## src/design/hrhe_pkg.sv

```systemverilog
// ----------------------------------------------------------------------------
// hrhe_pkg
// Shared constants and codes for the heart rate harmonic estimator.
// ----------------------------------------------------------------------------
package hrhe_pkg;

	localparam int WINDOW_EVENTS = 30;
	localparam int TIME_W        = 32;
	localparam int N_IVAL        = WINDOW_EVENTS - 1;
	localparam int IDX_W         = $clog2(N_IVAL);
	localparam int CNT_W         = $clog2(N_IVAL + 2);
	localparam int FILL_W        = $clog2(WINDOW_EVENTS + 1);
	localparam int MID_LO        = (N_IVAL - 1) / 2;
	localparam int MID_HI        = N_IVAL / 2;
	localparam int SPAN_W        = TIME_W + $clog2(N_IVAL);
	localparam int BEATS_W       = $clog2(5 * N_IVAL + 1);
	localparam int DIST_W        = TIME_W + 5;
	localparam int N_CAND        = 6;

	localparam int TPS_W         = 20;
	localparam int TPS60_W       = TPS_W + 6;
	localparam int MUL_W         = TPS60_W + BEATS_W;
	localparam int NUM_W         = MUL_W + 8;
	localparam int DCNT_W        = $clog2(NUM_W + 1);
	localparam int RATE_W        = 16;

	localparam logic [TPS_W-1:0]  TPS_RESET = TPS_W'(1000);
	localparam logic [RATE_W-1:0] RATE_MAX  = '1;

	// APB register map
	localparam int ADDR_W  = 3;
	localparam int DATA_W  = 32;
	localparam logic [ADDR_W-3:0] REG_TPS = '0;

	// sequencer states
	localparam logic [2:0] ST_IDLE = 3'd0;
	localparam logic [2:0] ST_LOAD = 3'd1;
	localparam logic [2:0] ST_SCAN = 3'd2;
	localparam logic [2:0] ST_MID  = 3'd3;
	localparam logic [2:0] ST_MULT = 3'd4;
	localparam logic [2:0] ST_BEAT = 3'd5;
	localparam logic [2:0] ST_DIV  = 3'd6;
	localparam logic [2:0] ST_DONE = 3'd7;

	typedef logic [DIST_W-1:0] dist_t;

	function automatic dist_t absdiff(input dist_t a, input dist_t b);
		return (a > b) ? (a - b) : (b - a);
	endfunction

endpackage

```

## src/design/hrhe_ram.sv

```systemverilog
// ----------------------------------------------------------------------------
// hrhe_ram
// Generic single-write, single-read RAM with registered read data.
// ----------------------------------------------------------------------------
module hrhe_ram #(
	parameter int WIDTH = 32,
	parameter int DEPTH = 32
) (
	input  logic                     clk,
	input  logic                     we,
	input  logic [$clog2(DEPTH)-1:0] waddr,
	input  logic [WIDTH-1:0]         wdata,
	input  logic [$clog2(DEPTH)-1:0] raddr,
	output logic [WIDTH-1:0]         rdata
);

	logic [WIDTH-1:0] mem_q [DEPTH];
	logic [WIDTH-1:0] rdata_q;

	always_ff @(posedge clk) begin
		if (we) begin
			mem_q[waddr] <= wdata;
		end
		rdata_q <= mem_q[raddr];
	end

	assign rdata = rdata_q;

endmodule

```

## src/design/heart_rate_harmonic_estimator_top.sv

```systemverilog
// ----------------------------------------------------------------------------
// heart_rate_harmonic_estimator_top
// Median-referenced heart rate estimate over a sliding window of pulse events.
// ----------------------------------------------------------------------------
// One request at a time. The first 30 events only fill the window and are taken
// while in_ready stays high. Every later event yields one estimate. A rank-count
// median over the 29 stored intervals takes passes through the single read port
// of the interval RAM, one pass per pivot tried, 1 to 29 passes. Then come a
// median average state, a candidate setup state and a harmonic match pass. After
// that, a bit-serial divide, whose first step forms the 60 x ticks x beats
// product, and the load of the output register. in_ready is low meanwhile. The
// finished estimate sits in an output register, so the next event can be taken
// while it waits. Span zero divides to all ones and so saturates.
module heart_rate_harmonic_estimator_top
	import hrhe_pkg::*;
(
	input  logic              clk,
	input  logic              arst_n,
	input  logic              psel,
	input  logic              penable,
	input  logic              pwrite,
	input  logic [ADDR_W-1:0] paddr,
	input  logic [DATA_W-1:0] pwdata,
	output logic [DATA_W-1:0] prdata,
	output logic              pready,
	input  logic              in_valid,
	output logic              in_ready,
	input  logic [31:0]       event_time,
	output logic              out_valid,
	input  logic              out_ready,
	output logic [31:0]       result_time,
	output logic [15:0]       heart_rate,
	output logic              saturated
);

	logic [TPS_W-1:0]  tps_q;
	logic [2:0]        state_q;
	logic [FILL_W-1:0] fill_q;
	logic [TIME_W-1:0] last_q;
	logic [IDX_W-1:0]  wp_q;
	logic [31:0]       rtime_q;
	logic [IDX_W-1:0]  i_q;
	logic [CNT_W-1:0]  j_q;
	logic [TIME_W-1:0] pivot_q;
	logic [CNT_W-1:0]  lt_q, le_q;
	logic [SPAN_W-1:0] span_q;
	logic [TIME_W-1:0] med_lo_q, med_hi_q;
	logic              got_lo_q, got_hi_q;
	logic [TIME_W-1:0] m_q;
	dist_t             cand_q [N_CAND];
	logic              rd_vld_s1;
	dist_t             dist_s2 [N_CAND];
	logic              vld_s2;
	logic [BEATS_W-1:0] beats_q;
	logic [NUM_W-1:0]  num_q, quo_q;
	logic [SPAN_W-1:0] rem_q;
	logic [DCNT_W-1:0] dcnt_q;
	logic              out_valid_q;
	logic [15:0]       rate_q;
	logic              sat_q;

	logic              in_acc;
	logic              ram_we;
	logic [IDX_W-1:0]  ram_raddr;
	logic [TIME_W-1:0] ram_rdata;
	logic [CNT_W-1:0]  lt_n, le_n;
	logic              lo_hit, hi_hit;
	dist_t             d2;
	logic [2:0]        beat_sel;
	dist_t             best;
	logic [SPAN_W:0]   rem_sh;
	logic              qbit;
	logic [TPS60_W-1:0] tps60;
	logic              out_load;

	// ---------------- configuration ----------------
	assign pready = 1'b1;
	assign prdata = (paddr[ADDR_W-1:2] == REG_TPS) ? DATA_W'(tps_q) : '0;

	always_ff @(posedge clk or negedge arst_n) begin
		if (!arst_n) begin
			tps_q <= TPS_RESET;
		end else if (psel && penable && pwrite && pready
				&& paddr[ADDR_W-1:2] == REG_TPS) begin
			tps_q <= pwdata[TPS_W-1:0];
		end
	end

	// ---------------- interval memory ----------------
	assign in_ready = (state_q == ST_IDLE);
	assign in_acc   = in_valid && in_ready;
	assign ram_we   = in_acc && (fill_q != '0);

	always_comb begin
		ram_raddr = '0;
		case (state_q)
			ST_LOAD: ram_raddr = i_q;
			ST_SCAN, ST_BEAT: begin
				if (j_q < CNT_W'(N_IVAL)) ram_raddr = j_q[IDX_W-1:0];
			end
			default: ram_raddr = '0;
		endcase
	end

	hrhe_ram #(
		.WIDTH(TIME_W),
		.DEPTH(N_IVAL)
	) u_ival_ram (
		.clk  (clk),
		.we   (ram_we),
		.waddr(wp_q),
		.wdata(event_time[TIME_W-1:0] - last_q),
		.raddr(ram_raddr),
		.rdata(ram_rdata)
	);

	// ---------------- datapath helpers ----------------
	assign lt_n   = lt_q + CNT_W'(ram_rdata < pivot_q);
	assign le_n   = le_q + CNT_W'(ram_rdata <= pivot_q);
	assign lo_hit = (lt_n <= CNT_W'(MID_LO)) && (CNT_W'(MID_LO) < le_n);
	assign hi_hit = (lt_n <= CNT_W'(MID_HI)) && (CNT_W'(MID_HI) < le_n);
	assign d2     = dist_t'({ram_rdata, 1'b0});

	// nearest candidate, first one wins on a tie; 0.5x counts one beat
	always_comb begin
		best     = dist_s2[0];
		beat_sel = 3'd1;
		for (int k = 1; k < 5; k++) begin
			if (dist_s2[k] < best) begin
				best     = dist_s2[k];
				beat_sel = 3'(k + 1);
			end
		end
		if (dist_s2[5] < best) beat_sel = 3'd1;
	end

	assign tps60  = (TPS60_W'(tps_q) << 6) - (TPS60_W'(tps_q) << 2);
	assign rem_sh = {rem_q, num_q[NUM_W-1]};
	assign qbit   = (rem_sh >= {1'b0, span_q});

	assign out_load = (state_q == ST_DONE) && (!out_valid_q || out_ready);

	// ---------------- sequencer ----------------
	always_ff @(posedge clk or negedge arst_n) begin
		if (!arst_n) begin
			state_q     <= ST_IDLE;
			fill_q      <= '0;
			wp_q        <= '0;
			i_q         <= '0;
			j_q         <= '0;
			got_lo_q    <= 1'b0;
			got_hi_q    <= 1'b0;
			rd_vld_s1   <= 1'b0;
			vld_s2      <= 1'b0;
			dcnt_q      <= '0;
			out_valid_q <= 1'b0;
		end else begin
			rd_vld_s1 <= (state_q == ST_BEAT) && (j_q < CNT_W'(N_IVAL));
			vld_s2    <= rd_vld_s1;
			if (out_load || out_ready) out_valid_q <= out_load;
			case (state_q)
				ST_IDLE: begin
					if (in_acc) begin
						if (fill_q != '0) begin
							wp_q <= (wp_q == IDX_W'(N_IVAL - 1)) ? '0 : wp_q + 1'b1;
						end
						if (fill_q < FILL_W'(WINDOW_EVENTS)) begin
							fill_q <= fill_q + 1'b1;
						end else begin
							state_q  <= ST_LOAD;
							i_q      <= '0;
							got_lo_q <= 1'b0;
							got_hi_q <= 1'b0;
						end
					end
				end
				ST_LOAD: begin
					state_q <= ST_SCAN;
					j_q     <= '0;
				end
				ST_SCAN: begin
					j_q <= j_q + 1'b1;
					if (j_q == CNT_W'(N_IVAL)) begin
						if (lo_hit) got_lo_q <= 1'b1;
						if (hi_hit) got_hi_q <= 1'b1;
						if ((got_lo_q || lo_hit) && (got_hi_q || hi_hit)) begin
							state_q <= ST_MID;
						end else begin
							state_q <= ST_LOAD;
							i_q     <= i_q + 1'b1;
						end
					end
				end
				ST_MID: state_q <= ST_MULT;
				ST_MULT: begin
					state_q <= ST_BEAT;
					j_q     <= '0;
				end
				ST_BEAT: begin
					j_q <= j_q + 1'b1;
					if (j_q == CNT_W'(N_IVAL + 1)) state_q <= ST_DIV;
					if (j_q == CNT_W'(N_IVAL + 1)) dcnt_q <= '0;
				end
				ST_DIV: begin
					dcnt_q <= dcnt_q + 1'b1;
					if (dcnt_q == DCNT_W'(NUM_W)) state_q <= ST_DONE;
				end
				ST_DONE: begin
					if (out_load) begin
						state_q <= ST_IDLE;
					end
				end
				default: state_q <= ST_IDLE;
			endcase
		end
	end

	// ---------------- payload registers ----------------
	always_ff @(posedge clk) begin
		if (in_acc) begin
			last_q  <= event_time[TIME_W-1:0];
			rtime_q <= event_time;
			span_q  <= '0;
			beats_q <= '0;
		end
		if (state_q == ST_LOAD) begin
			lt_q <= '0;
			le_q <= '0;
		end
		if (state_q == ST_SCAN) begin
			if (j_q == '0) begin
				pivot_q <= ram_rdata;
			end else begin
				lt_q <= lt_n;
				le_q <= le_n;
				if (i_q == '0) span_q <= span_q + SPAN_W'(ram_rdata);
				if (j_q == CNT_W'(N_IVAL)) begin
					if (lo_hit) med_lo_q <= pivot_q;
					if (hi_hit) med_hi_q <= pivot_q;
				end
			end
		end
		if (state_q == ST_MID) begin
			m_q <= TIME_W'(({1'b0, med_lo_q} + {1'b0, med_hi_q}) >> 1);
		end
		if (state_q == ST_MULT) begin
			cand_q[0] <= dist_t'(m_q) << 1;
			cand_q[1] <= dist_t'(m_q) << 2;
			cand_q[2] <= (dist_t'(m_q) << 2) + (dist_t'(m_q) << 1);
			cand_q[3] <= dist_t'(m_q) << 3;
			cand_q[4] <= (dist_t'(m_q) << 3) + (dist_t'(m_q) << 1);
			cand_q[5] <= dist_t'(m_q);
		end
		if (rd_vld_s1) begin
			for (int k = 0; k < N_CAND; k++) begin
				dist_s2[k] <= absdiff(d2, cand_q[k]);
			end
		end
		if (vld_s2) beats_q <= beats_q + BEATS_W'(beat_sel);
		if (state_q == ST_BEAT && j_q == CNT_W'(N_IVAL + 1)) begin
			// last beat count lands this cycle; multiply next cycle in DIV setup
			num_q <= '0;
		end
		if (state_q == ST_DIV) begin
			if (dcnt_q == '0) begin
				num_q <= {MUL_W'(tps60 * beats_q), 8'b0};
				rem_q <= '0;
				quo_q <= '0;
			end else begin
				num_q <= num_q << 1;
				quo_q <= {quo_q[NUM_W-2:0], qbit};
				rem_q <= qbit ? SPAN_W'(rem_sh - {1'b0, span_q}) : rem_sh[SPAN_W-1:0];
			end
		end
		if (out_load) begin
			result_time <= rtime_q;
			if (quo_q > NUM_W'(RATE_MAX)) begin
				rate_q <= RATE_MAX;
				sat_q  <= 1'b1;
			end else begin
				rate_q <= quo_q[RATE_W-1:0];
				sat_q  <= 1'b0;
			end
		end
	end

	assign out_valid  = out_valid_q;
	assign heart_rate = rate_q;
	assign saturated  = sat_q;

endmodule
```

## config.mk

```make
export PLATFORM = sky130hd
export DESIGN_NAME = heart_rate_harmonic_estimator_top
export DESIGN_NICKNAME = d
export VERILOG_FILES = /design/src/design/hrhe_pkg.sv /design/src/design/hrhe_ram.sv /design/src/design/heart_rate_harmonic_estimator_top.sv
export SDC_FILE = /design/constraint.sdc
export NUM_CORES = 2
export LEC_CHECK = 0
export BUFFER_PORTS_ARGS = -buffer_cell sky130_fd_sc_hd__buf_2
export CAP_MARGIN = 20
export CELL_PAD_IN_SITES_DETAIL_PLACEMENT = 1
export CELL_PAD_IN_SITES_GLOBAL_PLACEMENT = 2
export CORE_UTILIZATION = 43
export DETAILED_ROUTE_END_ITERATION = 8
export PLACE_DENSITY_LB_ADDON = 0.15
export SYNTH_ARGS = -nofsm -noshare
export SYNTH_HDL_FRONTEND = slang
export SYNTH_SLANG_ARGS = --single-unit
```

## constraint.sdc

```tcl
create_clock -name clk -period 19.05 [get_ports clk]
set_clock_uncertainty 0.2 [all_clocks]
set_input_delay 0 -clock clk [delete_from_list [all_inputs] [get_ports clk]]
set_output_delay 0 -clock clk [all_outputs]
set_load 0.005 [all_outputs]
```

==> results.md <==
* Status: completed
* Remaining Overflow, GRT at 0
* DP HPWL at 273000 microns
* Clock-pin slew on the worst setup and hold paths at 0.06 ns
* CTS tree: yes
* R2r worst-path depth at 65
* WL/cell at roughly 28 microns
* Fin. max-slew vios at 0
* DRT Pass-1 Iters at 8
* Post-Route WL at about 380000 microns
* Synth unique cells at 94
* CP max stage cell: nor4_2
* Max-slew headroom at 11.4%
* Most used cell, CP: a21o_1
* CTS Root Cell: clkbuf_16
* Worst Setup SP: dist_s2[1][27]
* Final setup margin at 1.47 ns
* Wire length on met2 at roughly 180000 microns
* Core area at 239000 sq um
* Psw at 3.64 mW
* Hold violation count in the final report at 0
* Clock Sinks at between 1500 and 2000
* # setup viols final at 0
* Initial Utilization at 43.4%
* Seq/Total Area, Yosys at 47.3%
* Total power at 11.2 mW
* Number of buffers created by CTS at 187
* Critical path type: reg -> reg
* FF+latch count, synth at 1667
* Pint at 7.58 mW
* Fmax at 56.9 MHz
* Dpl cells at 12838
* Power share of the combinational group at 30.6%
* YS warnings at 0
* Tmin final at 17.58 ns
* Design area at 116000 sq um
* Total setup buffers inserted after CTS at 0
* DRC Markers at 0
* TNS Setup at 0 ns
* Clock tree buffer depth at 3
* First-pass GRT wire length at roughly 550000 microns
* Routed Antenna Nets at 0
* Share of cells above drive strength 1 at 8.16%
* Initial antenna violation count at 33
* Clock power frac at 33.4%
* Fin util at roughly 49%
* Largest net degree at the start of global routing at 162
* Final nets at 11046
* Max Cap Viol at 0
* Async SR Flop Fraction at 3.18%
* DR WL met3 at 15300 microns
* Crit path capture type: flop
* Layout Cells excl Fill at 13336
* Critical R2R Capture: beats_q[6]
* Vias at 79629
* Number of synthesized flops with an enable pin at 1535
* Top Metal Used: met5
* Max IR drop VDD at roughly 0.18 mV
* HP Class: in -> reg
* CP Capture Point: beats_q[6]
* Net Sw Frac at 32.4%
* Mapped cell area at 104000 sq um
* WHS at 0.109 ns
* Io pins at 158
* Slew @ Worst Pin at roughly 1.3 ns
* Reg2Reg Setup Slack at approximately 1.5 ns
* Max H-tree Level at 4
* Wl on met1 at 166000 microns
* FF-to-FF Start: dist_s2[1][27]
* CP startpoint kind: flop
* Vias in the first global route at 83168
* Synth top area cells: edfxtp_1, ha_1, nand2_1
* Tcrit/Tclk final at between 90% and 100%
* Post_cts resized at 0
* Final GP Congestion at 0.980
* Cells after Synth at 9823
* Synth Flop Type: edfxtp_1
* Sequential share of power at 35.9%
* Area grow syn2layout at 12.3%
* Port bufs at 130
* Post-DR vias/cell at 5.97
* RSZ-0062 raised after global routing: false
* Width of the die at between 400 and 500 microns
* Clock latency at the later pin of the worst-skew pair at 0.88 ns
* Die height at between 400 and 500 microns
* Die area at 243000 sq um
* GRT Util Overall at 30.5%
* Pwr Density at 96.4 nW/um^2
* Max stage delay on crit path at 0.81 ns
* Pre-CTS setup slack at 1.30 ns
* CP max FO at 37
* Iteration-0 DRC count of the detailed router at 5618
* Row cnt at 179
* CP arrival at 17.95 ns
* CP required at 19.42 ns
* Post-DP Area at around 110000 sq um
* Top cell type's share of synthesized area at 44.5%
* Syn_area_per_cell at ~11 sq um
* Area leader, netlist: edfxtp_1
* Pleak at 46.2 nW
==> routing by layer <==
layer / vias up / track usage [%]
met5: - / 0
met4: 10 / 11.8
met3: 600 / 3.05
met2: 1932 / 51.1
met1: 40651 / 40.7
li1: 36436 / -
==> state kept, by name, summed over array words and instances (netlist names), 6 cells and up <==
register and cells:
beats_q 8, cand_q 98, dcnt_q 6, dist_s2 213
heart_rate 16, m_q 32, med_hi_q 32, num_q 32
pivot_q 32, quo_q 42, rem_q 37, result_time 32
rtime_q 32, span_q 37, tps_q 20, u_ival_ram.mem_q 928
u_ival_ram.rdata 32
==> cell usage in the layout, fill, tap and decap left out, types with 98 or more instances in the layout <==
cell type      instances
edfxtp_1            1535
nand2_1              997
ha_1                 829
a21oi_1              711
inv_1                627
o21ai_0              439
nor2_1               410
a211oi_1             396
and2_1               370
a21o_1               341
xnor2_1              228
mux2i_1              190
clkbuf_16            188
a31oi_1              183
buf_4                170
nand3_1              148
fa_1                 147
buf_2                133
nand4_1              130
dlygate4sd3_1        130
nor3_1               124
xor2_1               113
o21a_1               113
o21bai_1             105
nor2b_1              102
a311oi_1              98
==> layout make-up <==
class / count / area [sq um]
fillers: 25680 / 122000
multi-input cells: 7063 / 51100
flip-flops and latches: 1667 / 49000
clock buffers: 244 / 5020
well taps: 3167 / 3960
repair buffers: 448 / 3480
inverters: 629 / 2360
clock inverters: 111 / 1380
diodes: 7 / 17.5
==> power groups by stage <==
stage	clock network, mW	registers, mW	logic, mW
global placement	0	4.11	3.31
finish	3.75	4.03	3.43
global route	3.95	4.03	3.92
floorplan	0	4.10	2.52
CTS	3.82	4.03	3.47
detailed placement	0	4.11	3.38
==> synthesized netlist by cell type, types with 113 or more instances <==
library cell / number
nor3_1: 124
inv_1: 628
a211oi_1: 396
nand2_1: 999
o21ai_0: 440
nor2_1: 450
a21oi_1: 713
edfxtp_1: 1535
mux2i_1: 190
o21a_1: 113
ha_1: 829
nand4_1: 130
a31oi_1: 184
nand3_1: 148
xor2_1: 117
clkbuf_1: 419
xnor2_1: 247
fa_1: 147
and2_1: 371
a21o_1: 341
==> worst min-delay path by stage <==
stage | start | endpoint | depth (start not counted)
global route | event_time[15] | u_ival_ram.mem_q[3][15] | 4
detailed placement | arst_n | wp_q[4] | 1
finish | event_time[15] | u_ival_ram.mem_q[3][15] | 4
CTS | event_time[7] | u_ival_ram.mem_q[23][7] | 4
floorplan | arst_n | dcnt_q[0] | 0
global placement | arst_n | wp_q[4] | 1
==> logic make-up after synthesis <==
family | share of synthesized area (%)
flip-flops | 47.3
AO/OA/AOI/OAI | 17.5
AND/OR/NAND/NOR | 12.3
multiplexers | 2.83
other | 0.00725
XOR/XNOR | 3.08
buffers and inverters | 4.11
adder cells (fa/ha/maj) | 12.9
==> worst max-delay path, delay by kind of cell, from the launching register on <==
kind / cells / cell delay, ns
buffers and inverters: 6 / 1.40
and+or+nand+nor: 16 / 4.07
adders and majority gates: 7 / 1.91
DFF: 1 / 0.40
AOI/OAI and AO/OA: 32 / 7.93
xor gates and xnor gates: 1 / 0.21
muxes: 3 / 1.04
==> repair_timing <==
| item | 4_1_cts | 5_1_grt |
|---|---|---|
| hold endpoints to repair | 1104 | 0 |
| hold buffers | 130 | 0 |
| endpoints found under the setup margin | 0 | 0 |
Power figures use the tool's default switching activity.
